[src/rtl/olst_pkg.sv]
// Types and codes shared by the ordered list store.
// Used by olst_cell and ordered_list_store; depends on nothing else.
`timescale 1ns / 1ps

package olst_pkg;

  typedef enum logic [2:0] {
    CMD_INSERT  = 3'd0,
    CMD_DEL_POS = 3'd1,
    CMD_DEL_KEY = 3'd2,
    CMD_SEARCH  = 3'd3,
    CMD_READ    = 3'd4,
    CMD_COUNT   = 3'd5
  } cmd_e;

  typedef enum logic [1:0] {
    STAT_OK     = 2'd0,
    STAT_NOKEY  = 2'd1,
    STAT_RANGE  = 2'd2,
    STAT_FULL   = 2'd3
  } status_e;

  typedef struct packed {
    logic [2:0]         cmd;
    logic [6:0]         position;
    logic signed [31:0] value;
  } req_t;

  typedef struct packed {
    logic [1:0]         status;
    logic [6:0]         found_position;
    logic signed [31:0] read_value;
    logic [6:0]         entry_count;
    logic               is_empty;
  } rsp_t;

  // Per-cell control for one cycle.
  typedef struct packed {
    logic cmp_en;     // register compare of the held entry against the key
    logic load;       // take the new value
    logic from_left;  // take the left neighbor's entry (insert shift)
    logic from_right; // take the right neighbor's entry (delete shift)
  } cell_ctl_t;

endpackage

[src/rtl/olst_cell.sv]
// One storage cell of the ordered list store: holds one entry and its key match.
// Depends on olst_pkg.
`timescale 1ns / 1ps

module olst_cell (
  input  logic                clk_i,
  input  olst_pkg::cell_ctl_t ctl_i,
  input  logic signed [31:0]  new_i,
  input  logic signed [31:0]  left_i,
  input  logic signed [31:0]  right_i,
  input  logic signed [31:0]  key_i,
  output logic signed [31:0]  value_o,
  output logic                match_o
);

  logic signed [31:0] value_q;
  logic               match_q;

  always_ff @(posedge clk_i) begin
    priority if (ctl_i.load) begin
      value_q <= new_i;
    end else if (ctl_i.from_left) begin
      value_q <= left_i;
    end else if (ctl_i.from_right) begin
      value_q <= right_i;
    end else begin
      value_q <= value_q;
    end
  end

  always_ff @(posedge clk_i) begin
    if (ctl_i.cmp_en) begin
      match_q <= (value_q == key_i);
    end
  end

  assign value_o = value_q;
  assign match_o = match_q;

endmodule

[config.mk]
export PLATFORM = sky130hd
export DESIGN_NAME = olst_cell
export DESIGN_NICKNAME = d
export VERILOG_FILES = /design/src/rtl/olst_pkg.sv /design/src/rtl/olst_cell.sv
export SDC_FILE = /design/constraint.sdc
export NUM_CORES = 1
export LEC_CHECK = 0
export ABC_AREA = 1
export ABC_CLOCK_PERIOD_IN_PS = 2000
export BUFFER_PORTS_ARGS = -buffer_cell sky130_fd_sc_hd__buf_2
export CELL_PAD_IN_SITES_DETAIL_PLACEMENT = 0
export CELL_PAD_IN_SITES_GLOBAL_PLACEMENT = 1
export CORE_ASPECT_RATIO = 1.5
export CORE_MARGIN = 2
export CORE_UTILIZATION = 24
export DETAILED_ROUTE_END_ITERATION = 8
export GPL_ROUTABILITY_DRIVEN = 0
export PLACE_DENSITY = 0.81
export SYNTH_ARGS = -nofsm -noshare
export SYNTH_HDL_FRONTEND = slang
export SYNTH_SLANG_ARGS = --single-unit
[constraint.sdc]
create_clock -name clk_i -period 2 [get_ports clk_i]
set_input_delay 0.5 -clock clk_i [delete_from_list [all_inputs] [get_ports clk_i]]
set_output_delay 0.5 -clock clk_i [all_outputs]
set_load 0.01 [all_outputs]
Word level (Yosys, flattened, before mapping)
Index checks and enable logic that the tools add are counted.

word-level totals
  register bits after elaboration = 33
  logic and storage cells = 7
  output and inout port bits = 33

operators by class
  reduce and logical (&&, ||, !) cells = 1
  eq/ne operators = 1
  mux-type cells = 3

operators with widths
  operator            number
  32-bit two-way mux  3
  32-bit == test      1
  3-bit nonzero test  1

Depth between registers and ports, before layout
Gate-level depths: netlist of run 1.

  depth in word-level cells = 3
  gate-level depth with buffers = 8
  mapped depth without buffers = 8

Worst setup path before layout of run 1
Ideal clock, no wire load.

  kind = input port to flip-flop
  from = in ctl_i[2] (netlist bit)
  to = reg value_q[0] (netlist: value_o[0]), enable pin
  data arrival time = 1.542 ns
  setup slack = 0.069 ns
  buffers on the path = 2
  stages on the path = 4
  required time = 1.611 ns
  path through = buf_2 > inv_2 > buf_4 > nand2_1

on the way
  longest elaborated chain between the ends = 1

RTL lines
  element                       RTL line         source
  from (decl)                   olst_cell.sv:7   input olst_pkg::cell_ctl_t ctl_i,
  3-bit nonzero test (no line)  -
  to (signal assigned)          olst_cell.sv:21  value_q <= new_i;
  to (signal assigned)          olst_cell.sv:23  value_q <= left_i;
  to (signal assigned)          olst_cell.sv:25  value_q <= right_i;
  to (decl)                     olst_cell.sv:16  logic signed [31:0] value_q;

Every way passes these cells.
A chain may end at the register's enable or synchronous reset.

Worst setup path in the final report of run 1
  from = reg value_q[31] (netlist: value_o[31])
  to = out value_o[31]

RTL lines
  element    RTL line         source
  to (decl)  olst_cell.sv:12  output logic signed [31:0] value_o,

No word-level cell between the ends.

==> qor.log, run 1 <==
[grt] pin count of the biggest net entering global routing 30
[pwr] sequential fraction of design power 41.8%
[sta] WHS 0.4230 ns
[pwr] internal power 1.562 mW
[clock_network] clock tree from TritonCTS built
[routing] WL final 8.013 mm
[synthesis] number of warnings reported in the yosys synthesis log 0
[pwr] Leak 1.896 nW
[pwr] net switching fraction of the power 28.75%
[clock_network] clock insertion delay at the later pin of the skew report 0.28 ns
[clock_network] number of H-tree branching levels 2
[clock_network] Clk Tree Root Cell sky130_fd_sc_hd__clkbuf_16
[sta] slew of the pin with the lowest slew margin 0.3155 ns
[layout] share of post-route cells with drive strength above 1 36.77%
[die] floorplan die area 0.01059 mm²
[routing] detailed-routing iteration count for the pre-antenna-repair pass 4
[sta] final critical delay including setup and external delays 1.397 ns
[die] area of the core region 0.009579 mm²
[worst_setup_path] CP arrival 0.90 ns
[layout] final cell area excluding filler cells 0.003412 mm²
[worst_setup_path] Setup crit end kind primary output
[synthesis] mapped cell area 0.002345 mm²
[layout] antenna diode count 0
[pwr] power per unit of standard cell area 642.6 mW/mm²
[grt] Remaining Overflow, GRT 0
[worst_setup_path] CP Data Required Time 1.50 ns
[flow_run] count of max-cap constraint violations 0
[die] Die Height 125.1 µm
[sta] total count of max-transition violations in the final report 0
[die] overall die width 84.71 µm
[pwr] sum of internal, switching and leakage power 2.193 mW
[layout] Net count, final 647
[layout] signed area change from the synthesized netlist to the final layout 45.52%
[routing] ANT nets after route 0
[worst_hold_path] path class of the lowest-slack min-delay path input port to register
[placed_design] worst slack at placement 0.4449 ns
[routing] iteration-0 DRC count of the detailed router 94
[routing] Routed wire per std cell 12.74 µm
[clock_network] number of buffers on the longest clock path 2
[synthesis] number of distinct standard cells referenced by the synthesized netlist 11
[clock_network] total of cells resized after clock tree synthesis 0
[synthesis] average cell area after synthesis 6.757 µm²
[pwr] Net Switching 630.3 µW
[sta] Max Freq 716.0 MHz
[worst_setup_path] crit path max fanout 3
[pwr] part of the power in the clock network 32.7%
[worst_setup_path] Critical Path, Cell by Cell buf_2
[synthesis] number of standard cells after synthesis 347
[placed_design] placed cell area 0.003279 mm²
[placed_design] Port Buffer Count 165
[grt] number of antenna violations at the first check in global routing 0
[sta] Final TNS setup 0 ns
[die] Initial Utilization 24.48%
[placed_design] placed instance count 622
[synthesis] proportion of synthesized chip area in sequential cells 42.26%
[grt] global-route usage over all layers 15.38%
[worst_setup_path] startpoint type of the worst setup path register
[die] number of rows in the core area 44
[routing] Via-to-Cell Ratio 4.347
[layout] post-route non-filler standard cell count 629
[sta] Hold Vio Cnt, Final 0
[routing] number of vias after detailed routing 2734
[sta] final setup margin 0.6033 ns
[sta] setup repair after global routing missed its margin no
[pwr] logic gate share of total power 25.6%
[outcome] status complete, no violations
[layout] Finished Core Util 35.62%
[grt] wire length of the first global-routing pass 12.62 mm
[worst_setup_path] crit path kind register to primary output
[pwr] Max rail drop VDD 0.0002922 V
[worst_setup_path] crit-path leading delay family flip-flops
[clock_network] clock input transition at the sequential cells of the worst setup and hold paths 0.05 ns
[worst_setup_path] slowest CP cell sky130_fd_sc_hd__edfxtp_1
[clock_network] TritonCTS sink count 33
[sta] Final period util 69.83%
[clock_network] hold buffers post-CTS 0
[grt] number of global-route vias before repair 2711
[die] number of placed I/O pins 166
[synthesis] number of nets produced by synthesis 480
[sta] Max transition margin 78.97%
[clock_network] clock buffers created by TritonCTS 5
[sta] endpoints failing setup 0
[synthesis] post-synthesis sequential element count 33
[worst_setup_path] critical path buffer and inverter count 1
[placed_design] half-perimeter wire length after placement 6.642 mm
[routing] remaining routing DRC violations 0
[worst_setup_path] peak per-stage delay on the critical path 0.44 ns
[clock_network] count of buffers added by post-CTS timing repair for setup 0
[sta] Max Clock Skew 0.003542 ns
power groups by stage:
stage / clock network (mW) / logic [mW] / registers, mW
finish: 0.716 / 0.561 / 0.916
global route: 0.763 / 0.639 / 0.930
CTS: 0.738 / 0.570 / 0.917
detailed placement: 0 / 0.568 / 0.931
global placement: 0 / 0.558 / 0.929
floorplan: 0 / 0.253 / 0.960
metal layers:
metal / GRT usage (%) / vias up / part of all wire [%]
li1: - / 1409 / -
met1: 15.39 / 1222 / 36
met2: 30.94 / 94 / 58
met3: 2.310 / 9 / 4.8
met4: 5.509 / 0 / 1.2
met5: 0 / - / 0
area by class of cell:
| cell class | count | area (µm²) |
|---|---|---|
| Clock inverter | 1 | 3.754 |
| Clock buffer | 6 | 128.9 |
| Fill cell | 1052 | 6167 |
| Sequential cell | 33 | 991.0 |
| Multi-Input combinational cell | 251 | 1067 |
| Timing Repair Buffer | 174 | 893.4 |
| Tap cell | 115 | 143.9 |
| Inverter | 49 | 183.9 |
cell families after synthesis:
family / after synthesis / share of synthesized area, %
flops: 33 / 42.26
compound gates: 64 / 14.94
xor+xnor: 3 / 1.121
simple gates: 184 / 29.46
buf+inv: 63 / 12.22
worst paths after layout:
kind / startpoint / to / slack [ns] / depth (start not counted)
setup / recovery: value_o[31]$_DFFE_PP_ / value_o[31] / 0.60 / 1
setup reg to reg: value_o[5]$_DFFE_PP_ / match_o$_DFFE_PP_ / 0.75 / 7
hold / removal: ctl_i[3] / match_o$_DFFE_PP_ / 0.42 / 1
hold reg to reg: value_o[26]$_DFFE_PP_ / match_o$_DFFE_PP_ / 0.85 / 7
placed cells by master, fill, tap and decap left out:
master and count:
sky130_fd_sc_hd__a21oi_1 56, sky130_fd_sc_hd__a21oi_2 8, sky130_fd_sc_hd__buf_2 165, sky130_fd_sc_hd__buf_4 9, sky130_fd_sc_hd__clkbuf_1 1, sky130_fd_sc_hd__clkbuf_16 5, sky130_fd_sc_hd__clkinv_1 1, sky130_fd_sc_hd__edfxtp_1 33
sky130_fd_sc_hd__inv_1 47, sky130_fd_sc_hd__inv_2 2, sky130_fd_sc_hd__nand2_1 108, sky130_fd_sc_hd__nor2_1 76, sky130_fd_sc_hd__xor2_1 3
state kept, by name, indices dropped and copies added (netlist names):
| signal | count |
|---|---|
| value_o | 32 |
| match_o | 1 |
synthesized netlist by cell type (all sizes together):
library cell	instances	area share, %
nand2	108	17
nor2	76	12
a21oi	64	15
inv	49	7.8
edfxtp	33	42
buf	14	4.4
xor2	3	1.1
Note: power is estimated with default switching activity, not from simulation.
==> run 2, diff against run 1 <==
--- a/config.mk
+++ b/config.mk
@@ -6,16 +6,16 @@
 export NUM_CORES = 1
 export LEC_CHECK = 0
 export ABC_AREA = 1
-export ABC_CLOCK_PERIOD_IN_PS = 2000
+export ABC_CLOCK_PERIOD_IN_PS = 1300
 export BUFFER_PORTS_ARGS = -buffer_cell sky130_fd_sc_hd__buf_2
 export CELL_PAD_IN_SITES_DETAIL_PLACEMENT = 0
 export CELL_PAD_IN_SITES_GLOBAL_PLACEMENT = 1
 export CORE_ASPECT_RATIO = 1.5
 export CORE_MARGIN = 2
-export CORE_UTILIZATION = 24
+export CORE_UTILIZATION = 27
 export DETAILED_ROUTE_END_ITERATION = 8
 export GPL_ROUTABILITY_DRIVEN = 0
-export PLACE_DENSITY = 0.81
+export PLACE_DENSITY = 0.86
 export SYNTH_ARGS = -nofsm -noshare
 export SYNTH_HDL_FRONTEND = slang
 export SYNTH_SLANG_ARGS = --single-unit
==> constraint.sdc (replaced) <==
create_clock -name clk_i -period 1.3 [get_ports clk_i]
set_input_delay 0.325 -clock clk_i [delete_from_list [all_inputs] [get_ports clk_i]]
set_output_delay 0.325 -clock clk_i [all_outputs]
set_load 0.01 [all_outputs]
==> run 2 against run 1 <==
Net effect: core utilization is 6.2 points higher; hold slack lost 0.17 ns; via count decreased by 0.55%; worst setup slack got worse by 0.58 ns; clock skew up 0.00080 ns; critical path type unchanged; register-to-register slack got worse by 0.68 ns; sequential power up 53%; routed wire length down 4.8%; power up 54%; combinational power up 61%.
==> qor.log, run 2 (synthesis results as in run 1) <==
[clock_network] clock tree from TritonCTS built
[clock_network] clock input transition at the sequential cells of the worst setup and hold paths 0.05 ns [about the same]
[routing] WL final 7.626 mm [-4.8%]
[routing] number of vias after detailed routing 2719 [-0.55%]
[pwr] Leak 1.954 nW [+3.0%]
[layout] Net count, final 650 [+0.46%]
[die] number of rows in the core area 41 [-6.8%]
[die] area of the core region 0.008413 mm² [-12%]
[clock_network] Clk Tree Root Cell sky130_fd_sc_hd__clkbuf_16
[die] floorplan die area 0.009461 mm² [-11%]
[clock_network] number of H-tree branching levels 2 [unchanged]
[sta] WHS 0.2563 ns [-0.1667 ns]
[pwr] sum of internal, switching and leakage power 3.370 mW [+54%]
[outcome] status complete, no violations
[clock_network] TritonCTS sink count 33 [unchanged]
[grt] number of antenna violations at the first check in global routing 0 [unchanged]
[layout] # fillers 912 [-13%]
[sta] total count of max-transition violations in the final report 0 [unchanged]
[grt] number of global-route vias before repair 2622 [-3.3%]
[clock_network] number of buffers on the longest clock path 2 [unchanged]
[layout] most common library cell in the layout ignoring fill and taps sky130_fd_sc_hd__buf_2
[routing] Routed wire per std cell 12.24 µm [-3.9%]
[placed_design] half-perimeter wire length after placement 6.294 mm [-5.2%]
[worst_hold_path] path class of the lowest-slack min-delay path input port to register
[layout] commonest non-fill, non-tap cells in the layout sky130_fd_sc_hd__buf_2 (165), sky130_fd_sc_hd__nand2_1 (107), sky130_fd_sc_hd__nor2_1 (74), sky130_fd_sc_hd__a21oi_1 (56), sky130_fd_sc_hd__inv_1 (47)
[layout] flip-flop count of the largest register after layout 32 [unchanged]
[worst_setup_path] CP arrival 0.95 ns [+0.05 ns]
[sta] Max transition margin 86.76% [+7.8 points]
[sta] final critical delay including setup and external delays 1.276 ns
[grt] global-route usage over all layers 15.85% [+0.47 points]
[grt] pin count of the biggest net entering global routing 21 [-30%]
[sta] Hold Vio Cnt, Final 0 [unchanged]
[routing] iteration-0 DRC count of the detailed router 92 [-2.1%]
[die] number of placed I/O pins 166 [unchanged]
[clock_network] clock buffers created by TritonCTS 5 [unchanged]
[layout] antenna diode count 0 [unchanged]
[worst_setup_path] startpoint type of the worst setup path register
[sta] Max Clock Skew 0.004342 ns [+0.0007993 ns]
[die] overall die width 80.09 µm [-5.4%]
[worst_setup_path] crit path max fanout 3 [unchanged]
[placed_design] Port Buffer Count 165 [unchanged]
[routing] detailed-routing iteration count for the pre-antenna-repair pass 4 [unchanged]
[routing] ANT nets after route 0 [unchanged]
[sta] setup repair after global routing missed its margin yes
[sta] Max Freq 783.5 MHz
[sta] Final period util 98.18%
[routing] remaining routing DRC violations 0 [unchanged]
[worst_setup_path] crit path kind register to primary output
[pwr] power per unit of standard cell area 956.9 mW/mm² [+49%]
[die] Initial Utilization 27.87% [+3.4 points]
[die] Die Height 118.1 µm [-5.5%]
[sta] Final TNS setup 0 ns [unchanged]
[sta] slew of the pin with the lowest slew margin 0.1987 ns [-0.1168 ns]
[pwr] Max rail drop VDD 0.0003908 V [+34%]
[routing] Via-to-Cell Ratio 4.364 [+0.41%]
[layout] share of post-route cells with drive strength above 1 37.98% [+1.2 points]
[worst_setup_path] CP Data Required Time 0.98 ns [-0.52 ns]
[layout] signed area change from the synthesized netlist to the final layout 50.21%
[sta] endpoints failing setup 0 [unchanged]
[flow_run] count of max-cap constraint violations 0 [unchanged]
[grt] wire length of the first global-routing pass 11.83 mm [-6.3%]
[clock_network] clock insertion delay at the later pin of the skew report 0.27 ns [about the same]
[worst_setup_path] Setup crit end kind primary output
[grt] Remaining Overflow, GRT 0 [unchanged]
-- run 2: final cells by class --
type | count | area, µm² | share of cell area, %
multi-input cells | 251 | 1080 | 30.66
clock buffers | 5 | 125.1 | 3.552
flip-flops and latches | 33 | 991.0 | 28.13
repair buffers | 177 | 1003 | 28.49
inverters | 49 | 183.9 | 5.222
clock inverters | 1 | 5.005 | 0.1421
well taps | 107 | 133.9 | 3.801
-- run 2: path summary, 6_finish.rpt --
kind                              start                end  slack, ns  depth (start not counted)
hold reg to reg   value_o[23]$_DFFE_PP_  match_o$_DFFE_PP_       0.85                          7
setup reg to reg  value_o[12]$_DFFE_PP_  match_o$_DFFE_PP_       0.07                          7
setup / recovery  value_o[13]$_DFFE_PP_        value_o[13]       0.02                          2
hold / removal                 ctl_i[3]  match_o$_DFFE_PP_       0.26                          1
-- run 2: where the power goes --
| part | switching (mW) | internal, mW | leakage, nW |
|---|---|---|---|
| Combinational | 0.475 | 0.429 | 1.55 |
| Sequential | 0.0832 | 1.32 | 0.339 |
| Clock | 0.382 | 0.682 | 0.0655 |
| Total | 0.940 | 2.43 | 1.95 |
-- run 2: repair_timing --
| item | 4_1_cts | 5_1_grt |
|---|---|---|
| setup endpoints to repair | 0 | 1 |
| resized for setup | 0 | 2 |
| hold buffers | 0 | 0 |
| buffers inserted | 0 | 1 |
-- run 2: stage by stage --
stage | setup WS, ns | cell area, µm² | utilization (%) | instances
floorplan | 0.003423 | 2352 | - | 347
detailed placement | 0.01088 | 3379 | 40.17 | 616
global route | -0.07654 | 3522 | 41.87 | 623
finish | 0.02361 | 3522 | 41.87 | 623
global placement | 0.02484 | 3379 | 40.17 | 616
CTS | 0.000005329 | 3510 | 41.72 | 622
-- run 2: routing by layer --
layer	GRT usage [%]	vias to the layer above	share of wire, %
li1	-	1416	-
met1	17.09	1206	38
met2	30.47	87	55
met3	1.985	10	5.1
met4	5.508	0	1.9
met5	0	-	0
-- run 2: critical path: stages, from the launching register on --
cell	delay [ns]
sky130_fd_sc_hd__edfxtp_1	0.40
sky130_fd_sc_hd__buf_4	0.16
sky130_fd_sc_hd__buf_2	0.13
==> run 3, diff against run 2 <==
--- a/config.mk
+++ b/config.mk
@@ -5,7 +5,6 @@
 export SDC_FILE = /design/constraint.sdc
 export NUM_CORES = 1
 export LEC_CHECK = 0
-export ABC_AREA = 1
 export ABC_CLOCK_PERIOD_IN_PS = 1300
 export BUFFER_PORTS_ARGS = -buffer_cell sky130_fd_sc_hd__buf_2
 export CELL_PAD_IN_SITES_DETAIL_PLACEMENT = 0
@@ -15,7 +14,8 @@
 export CORE_UTILIZATION = 27
 export DETAILED_ROUTE_END_ITERATION = 8
 export GPL_ROUTABILITY_DRIVEN = 0
-export PLACE_DENSITY = 0.86
+export MAX_ROUTING_LAYER = met4
+export PLACE_DENSITY = 0.84
 export SYNTH_ARGS = -nofsm -noshare
 export SYNTH_HDL_FRONTEND = slang
 export SYNTH_SLANG_ARGS = --single-unit
==> run 3 against run 2 <==
Net effect: the run now ends with setup timing left; die area shrank 14%; sequential share of layout area up 2.9 points; count of clock-buffer cells in the layout unchanged; hold slack gained 0.029 ns; routed wire length is 23% lower; synthesized cell count down 47%; non-clock buffer count down 1; global-route usage down 1.9 points; clock skew hardly changed; critical path type is now register to register; critical endpoint is now match_o$_DFFE_PP_; largest cell class is now registers; largest power group unchanged; highest routed layer unchanged.
==> qor.log, run 3 <==
[outcome] status finished, violations left
[outcome] violated checks setup timing
[grt] number of antenna violations at the first check in global routing 0 [unchanged]
[pwr] Max rail drop VDD 0.0004700 V [+20%]
[pwr] logic gate share of total power 23.2% [-3.6 points]
[die] Die Height 109.8 µm [-7.1%]
[sta] setup repair after global routing missed its margin yes
[routing] Via-to-Cell Ratio 4.300 [-1.5%]
[synthesis] proportion of synthesized chip area in sequential cells 49.19% [+6.9 points]
[clock_network] clock insertion delay at the later pin of the skew report 0.28 ns [about the same]
[grt] global-route usage over all layers 13.98% [-1.9 points]
[clock_network] Clk Tree Root Cell sky130_fd_sc_hd__clkbuf_8
[synthesis] area share of the largest cell type after synthesis 49.19% [+6.9 points]
[clock_network] clock buffers created by TritonCTS 5 [unchanged]
[grt] pin count of the biggest net entering global routing 39 [+86%]
[routing] detailed-routing iteration count for the pre-antenna-repair pass 4 [unchanged]
[die] number of placed I/O pins 166 [unchanged]
[sta] final critical delay including setup and external delays 1.487 ns [+0.2111 ns]
[pwr] Net Switching 807.7 µW [-14%]
[sta] total count of max-transition violations in the final report 0 [unchanged]
[sta] Hold Vio Cnt, Final 0 [unchanged]
[die] area of the core region 0.007227 mm² [-14%]
[synthesis] number of nets produced by synthesis 317 [-34%]
[die] Initial Utilization 27.87% [about the same]
[synthesis] post-synthesis sequential element count 33 [unchanged]
[pwr] sum of internal, switching and leakage power 3.290 mW [-2.4%]
[worst_hold_path] path class of the lowest-slack min-delay path input port to register
[placed_design] placed instance count 449 [-27%]
[worst_setup_path] CP arrival 1.63 ns [+0.68 ns]
[synthesis] post-synthesis cell type with the largest combined area sky130_fd_sc_hd__edfxtp_1
[clock_network] number of buffers on the longest clock path 2 [unchanged]
[routing] iteration-0 DRC count of the detailed router 91 [-1.1%]
[routing] ANT nets after route 0 [unchanged]
[clock_network] number of H-tree branching levels 2 [unchanged]
[sta] Final TNS setup -0.1875 ns [-0.1875 ns]
[synthesis] most area-consuming cells after synthesis sky130_fd_sc_hd__edfxtp_1 (49%), sky130_fd_sc_hd__mux2i_1 (16%), sky130_fd_sc_hd__xor2_1 (14%), sky130_fd_sc_hd__o21ai_0 (8.0%), sky130_fd_sc_hd__nand2_1 (6.0%)
[sta] Max Freq 672.3 MHz [-14%]
[sta] Final period util 114.4% [+16 points]
[synthesis] number of synthesized flops with an enable pin 33 [unchanged]
[layout] post-route non-filler standard cell count 457 [-27%]
[pwr] internal power 2.483 mW [+2.1%]
[grt] Remaining Overflow, GRT 0 [unchanged]
[layout] most common library cell in the layout ignoring fill and taps sky130_fd_sc_hd__buf_2
[synthesis] commonest cells in the netlist sky130_fd_sc_hd__edfxtp_1 (33), sky130_fd_sc_hd__mux2i_1 (32), sky130_fd_sc_hd__nand2_1 (32), sky130_fd_sc_hd__o21ai_0 (32), sky130_fd_sc_hd__xor2_1 (32)
[layout] Net count, final 489 [-25%]
[worst_setup_path] crit path max fanout 2 [-1]
[pwr] power per unit of standard cell area 1032 mW/mm² [+7.8%]
[worst_setup_path] crit-path leading delay family simple AND/OR/NAND/NOR gates
[die] floorplan die area 0.008182 mm² [-14%]
[layout] antenna diode count 0 [unchanged]
[die] overall die width 74.53 µm [-6.9%]
[pwr] part of the power in the clock network 34.4% [+2.8 points]
[synthesis] most frequently used cell type in the post-synthesis netlist sky130_fd_sc_hd__edfxtp_1
[synthesis] number of warnings reported in the yosys synthesis log 0 [unchanged]
[worst_setup_path] slowest CP cell sky130_fd_sc_hd__edfxtp_1
[synthesis] number of distinct standard cells referenced by the synthesized netlist 13 [+2]
[synthesis] Async S/R FF share, synth 0% [unchanged]
[flow_run] count of max-cap constraint violations 0 [unchanged]
[routing] remaining routing DRC violations 0 [unchanged]
[worst_setup_path] CP Data Required Time 1.44 ns [+0.46 ns]
[sta] endpoints failing setup 1 [+1]
[synthesis] number of standard cells after synthesis 184 [-47%]
[placed_design] half-perimeter wire length after placement 5.094 mm [-19%]
[worst_setup_path] Setup crit end kind register
[placed_design] worst slack at placement -0.4526 ns [-0.4635 ns]
[worst_setup_path] crit path kind register to register
[worst_setup_path] peak per-stage delay on the critical path 0.40 ns [about the same]
[layout] signed area change from the synthesized netlist to the final layout 58.32%
[clock_network] clock input transition at the sequential cells of the worst setup and hold paths 0.07 ns [+0.02 ns]
[routing] Routed wire per std cell 12.92 µm [+5.6%]
[clock_network] clock tree from TritonCTS built
[layout] commonest non-fill, non-tap cells in the layout sky130_fd_sc_hd__buf_2 (164), sky130_fd_sc_hd__edfxtp_1 (33)
[clock_network] TritonCTS sink count 33 [unchanged]
[grt] wire length of the first global-routing pass 8.307 mm [-30%]
[worst_setup_path] Critical Path, Cell by Cell xor2_1 -> nor4_2 -> buf_4 -> nand4_1 -> nor2_1
[synthesis] flip-flop cell with the highest count after synthesis sky130_fd_sc_hd__edfxtp_1
[pwr] sequential fraction of design power 42.4% [+0.8 points]
[routing] number of vias after detailed routing 1965 [-28%]
[sta] Max transition margin 71.96% [-15 points]
[sta] Max Clock Skew 0.004651 ns [+0.0003096 ns]
[layout] share of post-route cells with drive strength above 1 52.38% [+14 points]
[die] number of rows in the core area 38 [-7.3%]
[placed_design] Port Buffer Count 165 [unchanged]
[clock_network] count of buffers added by post-CTS timing repair for setup 0 [unchanged]
[layout] flip-flop count of the largest register after layout 32 [unchanged]
[pwr] Leak 1.601 nW [-18%]
[worst_setup_path] startpoint type of the worst setup path register
[synthesis] mapped cell area 0.002014 mm² [-14%]
[sta] slew of the pin with the lowest slew margin 0.4168 ns [+0.2182 ns]
[grt] number of global-route vias before repair 1877 [-28%]
[routing] WL final 5.906 mm [-23%]
[sta] final setup margin -0.1875 ns [-0.2111 ns]
[pwr] net switching fraction of the power 24.55% [-3.3 points]
[layout] # fillers 740 [-19%]
[worst_setup_path] critical path buffer and inverter count 1 [-1]
[synthesis] average cell area after synthesis 10.95 µm² [+62%]
-- run 3: cell type report --
| cell class | instances | area (µm²) | share of cell area, % |
|---|---|---|---|
| multi-input cells | 140 | 970.9 | 30.44 |
| repair buffers | 176 | 968.4 | 30.36 |
| well taps | 100 | 125.1 | 3.923 |
| flip-flops and latches | 33 | 991.0 | 31.07 |
| clock inverters | 3 | 65.06 | 2.040 |
| clock buffers | 5 | 68.82 | 2.158 |
-- run 3: power by group through the flow --
stage	clock [mW]	sequential, mW	combinational [mW]
floorplan	0	1.47	0.279
global placement	0	1.41	0.752
detailed placement	0	1.42	0.763
CTS	1.17	1.40	0.781
global route	1.21	1.41	0.842
finish	1.13	1.39	0.765
-- run 3: cells by family after synthesis --
logic type	share of synthesized area, %
xor gates and xnor gates	13.91
and+or+nand+nor	9.565
buffers and inverters	3.478
muxes	15.90
DFF	49.19
AOI/OAI and AO/OA	7.950
-- run 3: final timing paths --
check	startpoint	to	slack (ns)	depth (start not counted)
setup / recovery	value_o[13]$_DFFE_PP_	match_o$_DFFE_PP_	-0.19	5
hold / removal	ctl_i[3]	match_o$_DFFE_PP_	0.29	1
setup reg to reg	value_o[13]$_DFFE_PP_	match_o$_DFFE_PP_	-0.19	5
hold reg to reg	value_o[7]$_DFFE_PP_	match_o$_DFFE_PP_	0.89	4
-- run 3: routing by layer --
| metal | vias to the layer above | wire (µm) | track usage (%) |
|---|---|---|---|
| met5 | - | 0 | - |
| met4 | 0 | 84 | 4.209 |
| met3 | 8 | 432 | 3.116 |
| met2 | 92 | 3376 | 27.69 |
| met1 | 860 | 2012 | 12.75 |
| li1 | 1005 | - | - |
-- run 3: timing repair --
action | CTS | global route
pin swaps | 3 | 0
hold buffers | 0 | 0
gates resized for setup | 3 | 1
setup endpoints to repair | 2 | 2
-- run 3: stage by stage --
step | utilization, % | area (µm²) | hold slack (ns)
after floorplan | - | 2019 | 0.4375
after global placement | 41.97 | 3033 | 0.5615
after detailed placement | 41.97 | 3033 | 0.5772
after CTS | 44.08 | 3186 | 0.2799
after global routing | 44.13 | 3189 | 0.2637
final | 44.13 | 3189 | 0.2853
